`src/rtl/core/rnpr_pkg.sv`:
```
// shared types and constants for the next-pc resolver
`timescale 1ns / 1ps

package rnpr_pkg;

    localparam int unsigned XLEN      = 64;
    localparam int unsigned NUM_REGS  = 32;
    localparam int unsigned REG_IDX_W = $clog2(NUM_REGS);

    localparam logic KIND_WRITE = 1'b0;
    localparam logic KIND_STEP  = 1'b1;

    localparam logic [2:0] LEN_NONE = 3'd0;
    localparam logic [2:0] LEN_2    = 3'd2;
    localparam logic [2:0] LEN_4    = 3'd4;

    typedef enum logic [2:0] {
        STOP_NONE       = 3'd0,
        STOP_UNREADABLE = 3'd1,
        STOP_C_EBREAK   = 3'd2,
        STOP_EBREAK     = 3'd3,
        STOP_SRET       = 3'd4
    } stop_reason_t;

    typedef struct packed {
        logic [XLEN-1:0] pc;
        logic [15:0]     low_half;
        logic [15:0]     high_half;
        logic            low_readable;
        logic            high_readable;
    } step_t;

    typedef struct packed {
        logic [XLEN-1:0] next_pc;
        logic            steppable;
        stop_reason_t    stop_reason;
        logic [2:0]      instruction_length;
    } result_t;

endpackage

```
`src/rtl/core/rnpr_req_if.sv`:
```
// request channel of the next-pc resolver
`timescale 1ns / 1ps

interface rnpr_req_if;
    logic                                valid;
    logic                                ready;
    logic                                kind;
    logic [rnpr_pkg::REG_IDX_W-1:0]      reg_index;
    logic [rnpr_pkg::XLEN-1:0]           reg_value;
    logic [rnpr_pkg::XLEN-1:0]           pc;
    logic [15:0]                         low_half;
    logic [15:0]                         high_half;
    logic                                low_readable;
    logic                                high_readable;

    modport source (
        output valid, kind, reg_index, reg_value, pc, low_half, high_half,
               low_readable, high_readable,
        input  ready
    );

    modport sink (
        input  valid, kind, reg_index, reg_value, pc, low_half, high_half,
               low_readable, high_readable,
        output ready
    );
endinterface

```
`src/rtl/core/rnpr_rsp_if.sv`:
```
// result channel of the next-pc resolver
`timescale 1ns / 1ps

interface rnpr_rsp_if;
    logic                       valid;
    logic                       ready;
    logic [rnpr_pkg::XLEN-1:0]  next_pc;
    logic                       steppable;
    rnpr_pkg::stop_reason_t     stop_reason;
    logic [2:0]                 instruction_length;

    modport source (
        output valid, next_pc, steppable, stop_reason, instruction_length,
        input  ready
    );

    modport sink (
        input  valid, next_pc, steppable, stop_reason, instruction_length,
        output ready
    );
endinterface

```
`src/rtl/core/rnpr_ram.sv`:
```
// generic ram, one write port, two registered read ports
`timescale 1ns / 1ps

module rnpr_ram #(
    parameter int unsigned WIDTH = rnpr_pkg::XLEN,
    parameter int unsigned DEPTH = rnpr_pkg::NUM_REGS
) (
    input  logic                     clk,
    input  logic                     we,
    input  logic [$clog2(DEPTH)-1:0] waddr,
    input  logic [WIDTH-1:0]         wdata,
    input  logic                     re,
    input  logic [$clog2(DEPTH)-1:0] raddr_a,
    input  logic [$clog2(DEPTH)-1:0] raddr_b,
    output logic [WIDTH-1:0]         rdata_a,
    output logic [WIDTH-1:0]         rdata_b
);

    logic [WIDTH-1:0] mem [DEPTH];

    always_ff @(posedge clk)
    begin
        if (we)
        begin
            mem[waddr] <= wdata;
        end
        if (re)
        begin
            rdata_a <= mem[raddr_a];
            rdata_b <= mem[raddr_b];
        end
    end

endmodule

```
`src/rtl/core/rnpr_resolve.sv`:
```
// instruction length and successor pc decode for rv64c
`timescale 1ns / 1ps

module rnpr_resolve (
    input  rnpr_pkg::step_t                step,
    input  logic [rnpr_pkg::XLEN-1:0]      rs1_value,
    input  logic [rnpr_pkg::XLEN-1:0]      rs2_value,
    output rnpr_pkg::result_t              result
);

    localparam logic [1:0] QUAD_0    = 2'b00;
    localparam logic [1:0] QUAD_1    = 2'b01;
    localparam logic [1:0] QUAD_2    = 2'b10;
    localparam logic [1:0] QUAD_LONG = 2'b11;

    localparam logic [2:0] CF3_JR   = 3'd4;
    localparam logic [2:0] CF3_J    = 3'd5;
    localparam logic [2:0] CF3_BEQZ = 3'd6;
    localparam logic [2:0] CF3_BNEZ = 3'd7;

    localparam logic [6:0] OPC_JAL    = 7'h6F;
    localparam logic [6:0] OPC_JALR   = 7'h67;
    localparam logic [6:0] OPC_BRANCH = 7'h63;
    localparam logic [6:0] OPC_SYSTEM = 7'h73;

    localparam logic [31:0] WORD_EBREAK = 32'h0010_0073;
    localparam logic [31:0] WORD_SRET   = 32'h1020_0073;

    localparam logic [2:0] BR_EQ  = 3'd0;
    localparam logic [2:0] BR_NE  = 3'd1;
    localparam logic [2:0] BR_LT  = 3'd4;
    localparam logic [2:0] BR_GE  = 3'd5;
    localparam logic [2:0] BR_LTU = 3'd6;
    localparam logic [2:0] BR_GEU = 3'd7;

    localparam int unsigned XL = rnpr_pkg::XLEN;

    logic [15:0]    low;
    logic [31:0]    word;
    logic [1:0]     quad;
    logic [2:0]     c_f3;
    logic [XL-1:0]  off_cj;
    logic [XL-1:0]  off_cb;
    logic [XL-1:0]  off_jal;
    logic [XL-1:0]  off_br;
    logic [XL-1:0]  imm_i;
    logic [XL-1:0]  target_off;
    logic [XL-1:0]  target_pc;
    logic [XL-1:0]  seq_pc;
    logic [XL-1:0]  jalr_pc;
    logic [XL-1:0]  cjr_pc;
    logic           taken;
    logic           rs1_zero;

    assign low  = step.low_half;
    assign word = {step.high_half, step.low_half};
    assign quad = low[1:0];
    assign c_f3 = low[15:13];

    assign off_cj  = {{(XL-12){low[12]}}, low[12], low[8], low[10:9], low[6], low[7],
                      low[2], low[11], low[5:3], 1'b0};
    assign off_cb  = {{(XL-9){low[12]}}, low[12], low[6:5], low[2], low[11:10],
                      low[4:3], 1'b0};
    assign off_jal = {{(XL-21){word[31]}}, word[31], word[19:12], word[20],
                      word[30:21], 1'b0};
    assign off_br  = {{(XL-13){word[31]}}, word[31], word[7], word[30:25],
                      word[11:8], 1'b0};
    assign imm_i   = {{(XL-12){word[31]}}, word[31:20]};

    assign rs1_zero = (rs1_value == '0);

    always_comb
    begin
        case (word[14:12])
            BR_EQ:   taken = (rs1_value == rs2_value);
            BR_NE:   taken = (rs1_value != rs2_value);
            BR_LT:   taken = ($signed(rs1_value) <  $signed(rs2_value));
            BR_GE:   taken = ($signed(rs1_value) >= $signed(rs2_value));
            BR_LTU:  taken = (rs1_value <  rs2_value);
            BR_GEU:  taken = (rs1_value >= rs2_value);
            default: taken = 1'b0;
        endcase
    end

    // one shared adder for all pc-relative targets
    always_comb
    begin
        if (quad != QUAD_LONG)
        begin
            target_off = (c_f3 == CF3_J) ? off_cj : off_cb;
        end
        else
        begin
            target_off = (word[6:0] == OPC_JAL) ? off_jal : off_br;
        end
    end

    assign target_pc = step.pc + target_off;
    assign seq_pc    = step.pc + ((quad == QUAD_LONG) ? XL'(4) : XL'(2));
    assign jalr_pc   = (rs1_value + imm_i) & ~XL'(1);
    assign cjr_pc    = rs1_value & ~XL'(1);

    always_comb
    begin
        result.next_pc            = seq_pc;
        result.stop_reason        = rnpr_pkg::STOP_NONE;
        result.instruction_length = (quad == QUAD_LONG) ? rnpr_pkg::LEN_4 : rnpr_pkg::LEN_2;

        if (!step.low_readable || (quad == QUAD_LONG && !step.high_readable))
        begin
            result.next_pc            = '0;
            result.stop_reason        = rnpr_pkg::STOP_UNREADABLE;
            result.instruction_length = rnpr_pkg::LEN_NONE;
        end
        else
        begin
            unique case (quad)
                QUAD_1:
                begin
                    if (c_f3 == CF3_J
                        || (c_f3 == CF3_BEQZ && rs1_zero)
                        || (c_f3 == CF3_BNEZ && !rs1_zero))
                    begin
                        result.next_pc = target_pc;
                    end
                end
                QUAD_2:
                begin
                    if (c_f3 == CF3_JR && low[6:2] == 5'd0)
                    begin
                        // jump through x0 is c.ebreak
                        if (low[11:7] == 5'd0)
                        begin
                            result.stop_reason = rnpr_pkg::STOP_C_EBREAK;
                        end
                        else
                        begin
                            result.next_pc = cjr_pc;
                        end
                    end
                end
                QUAD_LONG:
                begin
                    unique case (word[6:0])
                        OPC_JAL:    result.next_pc = target_pc;
                        OPC_JALR:   result.next_pc = jalr_pc;
                        OPC_BRANCH:
                        begin
                            if (taken)
                            begin
                                result.next_pc = target_pc;
                            end
                        end
                        OPC_SYSTEM:
                        begin
                            if (word == WORD_EBREAK)
                            begin
                                result.stop_reason = rnpr_pkg::STOP_EBREAK;
                            end
                            else if (word == WORD_SRET)
                            begin
                                result.stop_reason = rnpr_pkg::STOP_SRET;
                            end
                        end
                        default: ;
                    endcase
                end
                QUAD_0: ;
                default: ;
            endcase
        end

        result.steppable = (result.stop_reason == rnpr_pkg::STOP_NONE);
    end

endmodule

```
`src/rtl/core/riscv_next_pc_resolver_top.sv`:
```
// next-pc resolver for rv64c single-step: register file, read stage and result register
//
// Requests of kind write load one of 32 64-bit integer registers (x0 stays zero) and give
// no result; requests of kind step give exactly one result. One request is taken every
// cycle unless a full pipeline stalls on the result ready; a step result passes first
// through the registered read of the register file ram (two read ports, for rs1 and
// rs2), then through the length and target decode, with one adder shared by the
// pc-relative targets, into the result register. Registers not yet written since reset
// read as zero through per-entry valid flops, so no clearing pass is needed. When the
// read stage and the result register both hold a step, the request ready follows the
// result ready in the same cycle.
`timescale 1ns / 1ps

module riscv_next_pc_resolver_top (
    input  logic              clk,
    input  logic              rst_n,
    rnpr_req_if.sink          req,
    rnpr_rsp_if.source        rsp
);

    localparam int unsigned XL = rnpr_pkg::XLEN;
    localparam int unsigned NR = rnpr_pkg::NUM_REGS;
    localparam int unsigned AW = rnpr_pkg::REG_IDX_W;

    logic                   accept;
    logic                   s1_advance;
    logic                   wr_en;
    logic                   rd_en;
    logic [AW-1:0]          rs1_addr;
    logic [AW-1:0]          rs2_addr;
    logic [XL-1:0]          rs1_raw;
    logic [XL-1:0]          rs2_raw;
    logic [XL-1:0]          rs1_value;
    logic [XL-1:0]          rs2_value;

    logic [NR-1:0]          reg_valid_reg;
    logic [NR-1:0]          reg_valid_next;
    logic                   s1_valid_reg;
    logic                   s1_valid_next;
    logic                   rsp_valid_reg;
    logic                   rsp_valid_next;
    logic                   rs1_ok_reg;
    logic                   rs2_ok_reg;
    rnpr_pkg::step_t        s1_step_reg;
    rnpr_pkg::result_t      result;
    rnpr_pkg::result_t      rsp_data_reg;

    assign s1_advance = !rsp_valid_reg || rsp.ready;
    assign req.ready  = !s1_valid_reg || s1_advance;
    assign accept     = req.valid && req.ready;
    assign wr_en      = accept && req.kind == rnpr_pkg::KIND_WRITE && req.reg_index != '0;
    assign rd_en      = accept && req.kind == rnpr_pkg::KIND_STEP;

    // source registers: quadrant 1 uses the short x8..x15 field
    always_comb
    begin
        rs2_addr = req.high_half[8:4];
        if (req.low_half[1:0] == 2'b11)
        begin
            rs1_addr = req.low_half[15]
                ? {req.high_half[3:0], 1'b1} : {req.high_half[3:0], 1'b0};
        end
        else if (req.low_half[1:0] == 2'b01)
        begin
            rs1_addr = {2'b01, req.low_half[9:7]};
        end
        else
        begin
            rs1_addr = req.low_half[11:7];
        end
    end

    rnpr_ram #(
        .WIDTH (XL),
        .DEPTH (NR)
    ) u_regfile (
        .clk     (clk),
        .we      (wr_en),
        .waddr   (req.reg_index),
        .wdata   (req.reg_value),
        .re      (rd_en),
        .raddr_a (rs1_addr),
        .raddr_b (rs2_addr),
        .rdata_a (rs1_raw),
        .rdata_b (rs2_raw)
    );

    assign rs1_value = rs1_ok_reg ? rs1_raw : '0;
    assign rs2_value = rs2_ok_reg ? rs2_raw : '0;

    rnpr_resolve u_resolve (
        .step      (s1_step_reg),
        .rs1_value (rs1_value),
        .rs2_value (rs2_value),
        .result    (result)
    );

    always_comb
    begin
        reg_valid_next = reg_valid_reg;
        if (wr_en)
        begin
            reg_valid_next[req.reg_index] = 1'b1;
        end

        if (accept)
        begin
            s1_valid_next = rd_en;
        end
        else if (s1_advance)
        begin
            s1_valid_next = 1'b0;
        end
        else
        begin
            s1_valid_next = s1_valid_reg;
        end

        rsp_valid_next = s1_advance ? s1_valid_reg : rsp_valid_reg;
    end

    always_ff @(posedge clk or negedge rst_n)
    begin
        if (!rst_n)
        begin
            reg_valid_reg <= '0;
            s1_valid_reg  <= 1'b0;
            rsp_valid_reg <= 1'b0;
        end
        else
        begin
            reg_valid_reg <= reg_valid_next;
            s1_valid_reg  <= s1_valid_next;
            rsp_valid_reg <= rsp_valid_next;
        end
    end

    always_ff @(posedge clk)
    begin
        if (rd_en)
        begin
            s1_step_reg.pc            <= req.pc;
            s1_step_reg.low_half      <= req.low_half;
            s1_step_reg.high_half     <= req.high_half;
            s1_step_reg.low_readable  <= req.low_readable;
            s1_step_reg.high_readable <= req.high_readable;
            rs1_ok_reg                <= reg_valid_reg[rs1_addr];
            rs2_ok_reg                <= reg_valid_reg[rs2_addr];
        end
        if (s1_valid_reg && s1_advance)
        begin
            rsp_data_reg <= result;
        end
    end

    assign rsp.valid              = rsp_valid_reg;
    assign rsp.next_pc            = rsp_data_reg.next_pc;
    assign rsp.steppable          = rsp_data_reg.steppable;
    assign rsp.stop_reason        = rsp_data_reg.stop_reason;
    assign rsp.instruction_length = rsp_data_reg.instruction_length;

endmodule
```
`src/flat_wrapper.sv`:
```
// flat-port wrapper written by rule: the top's interface ports become plain ports
module riscv_next_pc_resolver_top_flat 
  (clk, rst_n, req_valid, req_kind, req_reg_index, req_reg_value, req_pc, req_low_half, req_high_half, req_low_readable, req_high_readable, req_ready, rsp_valid, rsp_next_pc, rsp_steppable, rsp_stop_reason, rsp_instruction_length, rsp_ready);
  rnpr_req_if req_i ();
  rnpr_rsp_if rsp_i ();
  input  logic clk;
  input  logic rst_n;
  input wire logic [$bits(req_i.valid)-1:0] req_valid;
  input wire logic [$bits(req_i.kind)-1:0] req_kind;
  input wire logic [$bits(req_i.reg_index)-1:0] req_reg_index;
  input wire logic [$bits(req_i.reg_value)-1:0] req_reg_value;
  input wire logic [$bits(req_i.pc)-1:0] req_pc;
  input wire logic [$bits(req_i.low_half)-1:0] req_low_half;
  input wire logic [$bits(req_i.high_half)-1:0] req_high_half;
  input wire logic [$bits(req_i.low_readable)-1:0] req_low_readable;
  input wire logic [$bits(req_i.high_readable)-1:0] req_high_readable;
  output wire logic [$bits(req_i.ready)-1:0] req_ready;
  output wire logic [$bits(rsp_i.valid)-1:0] rsp_valid;
  output wire logic [$bits(rsp_i.next_pc)-1:0] rsp_next_pc;
  output wire logic [$bits(rsp_i.steppable)-1:0] rsp_steppable;
  output wire logic [$bits(rsp_i.stop_reason)-1:0] rsp_stop_reason;
  output wire logic [$bits(rsp_i.instruction_length)-1:0] rsp_instruction_length;
  input wire logic [$bits(rsp_i.ready)-1:0] rsp_ready;
  assign req_i.valid = req_valid;
  assign req_i.kind = req_kind;
  assign req_i.reg_index = req_reg_index;
  assign req_i.reg_value = req_reg_value;
  assign req_i.pc = req_pc;
  assign req_i.low_half = req_low_half;
  assign req_i.high_half = req_high_half;
  assign req_i.low_readable = req_low_readable;
  assign req_i.high_readable = req_high_readable;
  assign req_ready = req_i.ready;
  assign rsp_valid = rsp_i.valid;
  assign rsp_next_pc = rsp_i.next_pc;
  assign rsp_steppable = rsp_i.steppable;
  assign rsp_stop_reason = rsp_i.stop_reason;
  assign rsp_instruction_length = rsp_i.instruction_length;
  assign rsp_i.ready = rsp_ready;
  riscv_next_pc_resolver_top u_core (.clk(clk), .rst_n(rst_n), .req(req_i), .rsp(rsp_i));
endmodule
```
`config.mk`:
```
export PLATFORM = sky130hd
export DESIGN_NAME = riscv_next_pc_resolver_top_flat
export DESIGN_NICKNAME = d
export VERILOG_FILES = /design/src/rtl/core/rnpr_pkg.sv /design/src/rtl/core/rnpr_req_if.sv /design/src/rtl/core/rnpr_rsp_if.sv /design/src/rtl/core/rnpr_ram.sv /design/src/rtl/core/rnpr_resolve.sv /design/src/rtl/core/riscv_next_pc_resolver_top.sv /design/src/flat_wrapper.sv
export SDC_FILE = /design/constraint.sdc
export NUM_CORES = 2
export LEC_CHECK = 0
export BUFFER_PORTS_ARGS = -buffer_cell sky130_fd_sc_hd__buf_2
export CAP_MARGIN = 40
export CORE_MARGIN = 3
export CORE_UTILIZATION = 55
export CTS_CLUSTER_SIZE = 16
export DETAILED_ROUTE_END_ITERATION = 12
export MAX_ROUTING_LAYER = met4
export PLACE_DENSITY = 0.74
export SETUP_SLACK_MARGIN = 0.3
export SYNTH_ARGS = -nofsm -noshare
export SYNTH_HDL_FRONTEND = slang
export SYNTH_HIERARCHICAL = 1
export SYNTH_SLANG_ARGS = --single-unit
```
`constraint.sdc`:
```
create_clock -name clk -period 6.5 [get_ports clk]
set_input_delay 0 -clock clk [delete_from_list [all_inputs] [get_ports clk]]
set_output_delay 0 -clock clk [all_outputs]
set_load 0.01 [all_outputs]
```
=== Word-level counts from Yosys, hierarchy flattened ===
Memory sizes are Yosys's and may differ from the RTL's. A register that Yosys moved wholly into a read port is not among the register bits.
Cells that the tools add are included.

* Output and inout bits: 73
* Flip-flop bits (word level): 205
* Bits in writable memories: 2048
* Memories: 1
* Input port bits: 172
* Word-level logic and storage cells: 112

* Muxes and demuxes: 34
* Bitwise logic cells: 2
* Reduce and logical (&&, ||, !) cells: 27
* Equal/unequal tests: 23
* Add/subtract/negate cells: 3
* Order comparisons: 8

{| class="wikitable"
|+ Memory list
! memory !! words !! bits a word !! read ports !! clocked after Yosys merged registers in !! write ports !! RTL line !! text
|-
| u_core.u_regfile.mem || 32 || 64 || 2 || 2 || 1 || rnpr_ram.sv:19 || <nowiki>logic [WIDTH-1:0] mem [DEPTH];</nowiki>
|}

{| class="wikitable"
|+ Operators with widths
! operator !! number
|-
| $mux 64 || 7
|-
| $pmux 64 s3 || 2
|-
| $add 64x64->64 || 2
|-
| $ge 64x64->1 || 2
|-
| $lt 64x64->1 || 2
|-
| $add 64x3->64 || 1
|-
| $eq 64x64->1 || 1
|-
| $logic_not 64->1 || 1
|-
| $ne 64x64->1 || 1
|-
| $eq 32x21->1 const B || 1
|-
| $eq 32x29->1 const B || 1
|-
| $or 32x32->32 || 1
|-
| $eq 7x7->1 const B || 4
|-
| $eq 3x3->1 const B || 8
|-
| $mux 20 || 1
|-
| $lt 5x6->1 const B || 3
|-
| $mux 3 || 6
|-
| $mux 11 || 1
|-
| $bmux 1 s5 || 2
|-
| $logic_and 1x1->1 || 10
|-
| $logic_not 5->1 || 2
|-
| $mux 5 || 2
|-
| $mux 1 || 8
|-
| $eq 2x2->1 const B || 3
|-
| 14 further kinds || 25
|}

=== Longest topological paths before layout ===
* Depth after elaboration: 8
* Depth in mapped cells: 22
* Gate-level depth less buffers: 19

=== Cells and area by module ===
Netlist, hierarchy kept.

{| class="wikitable"
|+ By module, submodules not included
! module !! times used !! cells each !! seq. area each (um2) !! area each (um2)
|-
| rnpr_ram || 1 || 4441 || 65342.7 || 97941.4
|-
| rnpr_resolve || 1 || 2435 || 0.0 || 15532.4
|-
| riscv_next_pc_resolver_top || 1 || 497 || 5985.7 || 8018.9
|}

=== Worst setup path before layout ===
No wires, ideal clock.

* Path kind: reg2reg
* From: reg u_core.rsp_valid_reg, in the netlist u_core/rsp.valid
* To: reg u_core.s1_valid_reg
* Data required time: 6.401 ns
* Stages on the path, launching flop included: 5
* Clock period less this slack: 6.668 ns
* Data arrival time: 6.568 ns
* Path slack: -0.168 ns
* Path buffers: 0
* Library setup time: 0.099 ns
* Cells stage by stage: dfrtp_1 -> and3b_1 -> inv_1 -> and3_1 -> or2_2

* Word-level cells in the longest chain between the ends: 6
* Elaborated cells between the ends (all ways): 7
* Those cells by class: mux: 1; reduce/logical: 6

{| class="wikitable"
|+ RTL lines
! what !! RTL line !! text
|-
| from (decl) || riscv_next_pc_resolver_top.sv:40 || <nowiki>logic rsp_valid_reg;</nowiki>
|-
| from (signal assigned) || riscv_next_pc_resolver_top.sv:134 || <nowiki>rsp_valid_reg <= rsp_valid_next;</nowiki>
|-
| $logic_not 1->1 || riscv_next_pc_resolver_top.sv:48 || <nowiki>assign s1_advance = !rsp_valid_reg || rsp.ready;</nowiki>
|-
| $logic_or 1x1->1 || riscv_next_pc_resolver_top.sv:48 ||
|-
| $logic_or 1x1->1 || riscv_next_pc_resolver_top.sv:49 || <nowiki>assign req.ready = !s1_valid_reg || s1_advance;</nowiki>
|-
| named net req_ready || flat_wrapper.sv:17 || <nowiki>output wire logic [$bits(req_i.ready)-1:0] req_ready;</nowiki>
|-
| $logic_and 1x1->1 || riscv_next_pc_resolver_top.sv:50 || <nowiki>assign accept = req.valid && req.ready;</nowiki>
|-
| $logic_and 1x1->1 || riscv_next_pc_resolver_top.sv:52 || <nowiki>assign rd_en = accept && req.kind == rnpr_pkg::KIND_STEP;</nowiki>
|-
| named net u_core.rd_en || riscv_next_pc_resolver_top.sv:28 || <nowiki>logic rd_en;</nowiki>
|-
| $mux 1 || riscv_next_pc_resolver_top.sv:106 || <nowiki>if (accept)</nowiki>
|-
| to (signal assigned) || riscv_next_pc_resolver_top.sv:133 || <nowiki>s1_valid_reg <= s1_valid_next;</nowiki>
|-
| to (decl) || riscv_next_pc_resolver_top.sv:38 || <nowiki>logic s1_valid_reg;</nowiki>
|}

The timed path passes the listed nets, and every way through them passes these cells.
A chain may end at the register's enable or synchronous reset.

=== Final worst setup path ===
* From: reg u_core.rs1_ok_reg
* To: reg u_core.rsp_data_reg (netlist bit u_core/rsp.next_pc[63]) (data pin)

* Word-level cells in the longest chain between the ends: 7
* Elaborated cells between the ends (all ways): 21
* Those cells by class: add/sub: 1; order compare: 4; eq/ne: 2; mux: 8; reduce/logical: 6

{| class="wikitable"
|+ RTL lines
! what !! RTL line !! text
|-
| from (decl) || riscv_next_pc_resolver_top.sv:42 || <nowiki>logic rs1_ok_reg;</nowiki>
|-
| from (signal assigned) || riscv_next_pc_resolver_top.sv:147 || <nowiki>rs1_ok_reg <= reg_valid_reg[rs1_addr];</nowiki>
|-
| $mux 64 (*) || riscv_next_pc_resolver_top.sv:88 || <nowiki>assign rs1_value = rs1_ok_reg ? rs1_raw : '0;</nowiki>
|-
| named net u_core.rs1_value[47] || riscv_next_pc_resolver_top.sv:33 || <nowiki>logic [XL-1:0] rs1_value;</nowiki>
|-
| branches (longest 5 deep; another with $ge 64x64->1) || -- ||
|-
| $pmux 64 s3 (*) || rnpr_resolve.sv:117 || <nowiki>unique case (quad)</nowiki>
|-
| to (signal assigned) || riscv_next_pc_resolver_top.sv:152 || <nowiki>rsp_data_reg <= result;</nowiki>
|-
| to (decl) || riscv_next_pc_resolver_top.sv:46 || <nowiki>rnpr_pkg::result_t rsp_data_reg;</nowiki>
|}

Mark *: on every way through the listed nets, which the timed path passes.

==> flow_metrics.tcl <==
set metrics [dict create \
    wire_per_inst_um 37.86 \
    fin_crit_sh 0.9161 \
    critical_path_required_ns 7.12 \
    finClkSkew_ns 0.1128 \
    synth-edff-count 2347 \
    yosys-top-cells-count "edfxtp_1, mux4_2, mux2i_1" \
    drtPass1Iterations 6 \
    cts_setup_buffers 0 \
    synth_cell_types 103 \
    worstHoldStart "req_reg_value[24]" \
    synth_nets 7738 \
    syn-instance-count 7373 \
    synthDominantCellAreaShare 0.5801 \
    pre_cts_ws_ns 0.7551 \
    drt_wl_total_um 421200 \
    maxSlewViolCount 0 \
    die_area_um2 226600 \
    worstSetupPathType "reg2reg" \
    fin_nets 8280 \
    syn2layout_area_growth_pct 14.31 \
    yosys_warnings 6 \
    total_power_mw 36.70 \
    r2r_start "u_core/rs1_ok_reg$_DFFE_PP_" \
    p_leak_nw 46.88 \
    rows 171 \
    cts_sinks 2381 \
    place_congestion 1.027 \
    setup_viol 0 \
    critPathArrivalTime_ns 6.57 \
    outcome "finished clean" \
    initial_core_util 0.5562 \
    clk_latency_ns 0.94 \
    grt_max_degree 126 \
    drc 0 \
    drive_gt1_frac 0.2619 \
    first_global_vias 80420 \
    dr.first_iter.drc_count 13380 \
    tightest_slew_ns 1.123 \
    chipWidth_um 476.0 \
    clock_path_buffers 3 \
    place_hpwl_um 267000 \
    rsz0062_at_grt "false" \
    cts_buffers 236 \
    overflow 0 \
    syn_avg_cell_area_um2 16.48 \
    fin_crit_ns 5.955 \
    endpoint_kind "flip-flop" \
    cts_resized 0 \
    ys_seq_area_frac 0.5871 \
    fin_cells 11120 \
    maxCapViolCount 0 \
    cts_max_level 4 \
    via_per_inst 7.347 \
    path_cells "buf_4, and2_1, ha_1, nand4_1, nor2_1, a221oi_1, o211ai_1, a22oi_1, and2_1, o2111a_1, a21oi_2, o21ai_0, o22ai_1, a211o_1" \
    port_buffers 244 \
    netlist_area_um2 121500 \
    critical_path.top_delay_family "compound AO/OA/AOI/OAI gates" \
    cp_common_cell "and2_1" \
    yosys-top-cells-area "edfxtp_1, mux4_2, mux2i_1" \
    num_io_pins 245 \
    hold_violations 0 \
    drtAntennaViolNets 0 \
    largest_reg_flops 2048 \
    cp-startpoint "u_core/rs1_ok_reg$_DFFE_PP_" \
    clkTransAtPathRegs_ns 0.06 \
    startpoint_type "flip-flop" \
    p_per_area_nw_per_um2 264.2 \
    crit_fanout 64 \
    layout_setup_ws_ns 0.5453 \
    synth.largest_area_cell "edfxtp_1" \
    ir_worst_vdd_mv 0.3171 \
    relSlewSlack 0.2514 \
    max_stage_delay_ns 0.72 \
    coreArea_um2 218400 \
    grt_pass1_wl_um 596500 \
    cp_slowest_cell "o2111a_1" \
    finish.utilization 0.6358 \
    worst-path-buf-inv 1 \
    fmax_mhz 167.9 \
    synthFlopType "edfxtp_1" \
    antenna_found_initial 43 \
    cts_tree "built" \
    synthArstFlopShare 0.01428 \
    yosysMostFrequentCell "edfxtp_1" \
    via_count 81720 \
    cts_root_buffer "clkbuf_16" \
    die_h_um 476.0 \
    min_path_type "in2reg" \
    dp.cells 10340 \
    ys_seq_elements 2381 \
    setup_tns_ns 0 \
    track_usage 0.3825 \
]
## repair_timing
item | 4_1_cts | 5_1_grt
hold endpoints to repair | 2277 | 0
hold buffers | 270 | 0
setup endpoints to repair | 0 | 0
## stage by stage
stage | hold slack, ns | area [um2]
6_report | 0.08981 | 138900
5_1_grt | 0.1072 | 138900
4_1_cts | 0.04488 | 138700
3_5_place_dp | 0.1110 | 127700
3_3_place_gp | 0.09727 | 127200
2_1_floorplan | -0.2956 | 121500
## kinds of logic after synthesis
family	Yosys count	share of synthesized area
XOR/XNOR	182	0.01312
other	1	0.00003087
buffers and inverters	635	0.02446
AO/OA/AOI/OAI	1293	0.07412
AND/OR/NAND/NOR	1184	0.04849
multiplexers	1504	0.2326
adder cells (fa/ha/maj)	193	0.02006
flip-flops	2381	0.5871
## final timing paths
path                            cells past startpoint  slack (ns)                               endpoint
min in group asynchronous                           4        0.24   u_core/reg_valid_reg[13]$_DFFE_PN0P_
max in group asynchronous                           4        6.06    u_core/reg_valid_reg[0]$_DFFE_PN0P_
worst min-delay path                                2        0.09  u_core/u_regfile/mem[7][24]$_DFFE_PP_
worst max-delay path                               14        0.55       u_core/rsp.next_pc[63]$_DFFE_PP_
worst max register to register                     14        0.55       u_core/rsp.next_pc[63]$_DFFE_PP_
worst min register to register                      0        0.40    u_core/reg_valid_reg[0]$_DFFE_PN0P_
## area by class of cell
cell class / count / area [um2]
multi-input cells: 4357 / 47610
flip-flops and latches: 2381 / 71330
inverters: 118 / 455.4
fillers: 14900 / 79570
well taps: 2941 / 3680
clock buffers: 278 / 6063
diodes: 56 / 140.1
clock inverters: 171 / 2190
repair buffers: 821 / 7418
## where the power goes
group | switching (mW) | internal [mW] | leakage [nW] | total (mW)
Combinational | 2.91 | 1.95 | 21.2 | 4.86
Clock | 6.16 | 8.31 | 3.99 | 14.5
Sequential | 0.210 | 17.2 | 21.7 | 17.4
Total | 9.28 | 27.4 | 46.9 | 36.7
## layout by cell type, fill, tap and decap left out, drive strengths merged, types with 155 or more instances in the layout
cell,instances
a21oi,310
and2,155
buf,551
clkbuf,278
dlygate4sd3,269
edfxtp,2347
ha,190
mux2i,389
mux4,1049
nand2,348
nor2,239
o21ai,188
## per-layer routing
metal	global-route usage	vias up	part of all wire
li1	-	31950	-
met1	0.5070	41620	0.35
met2	0.5592	6848	0.45
met3	0.1017	1314	0.14
met4	0.1739	0	0.055
met5	-	-	0
Power figures use the tool's default switching activity.
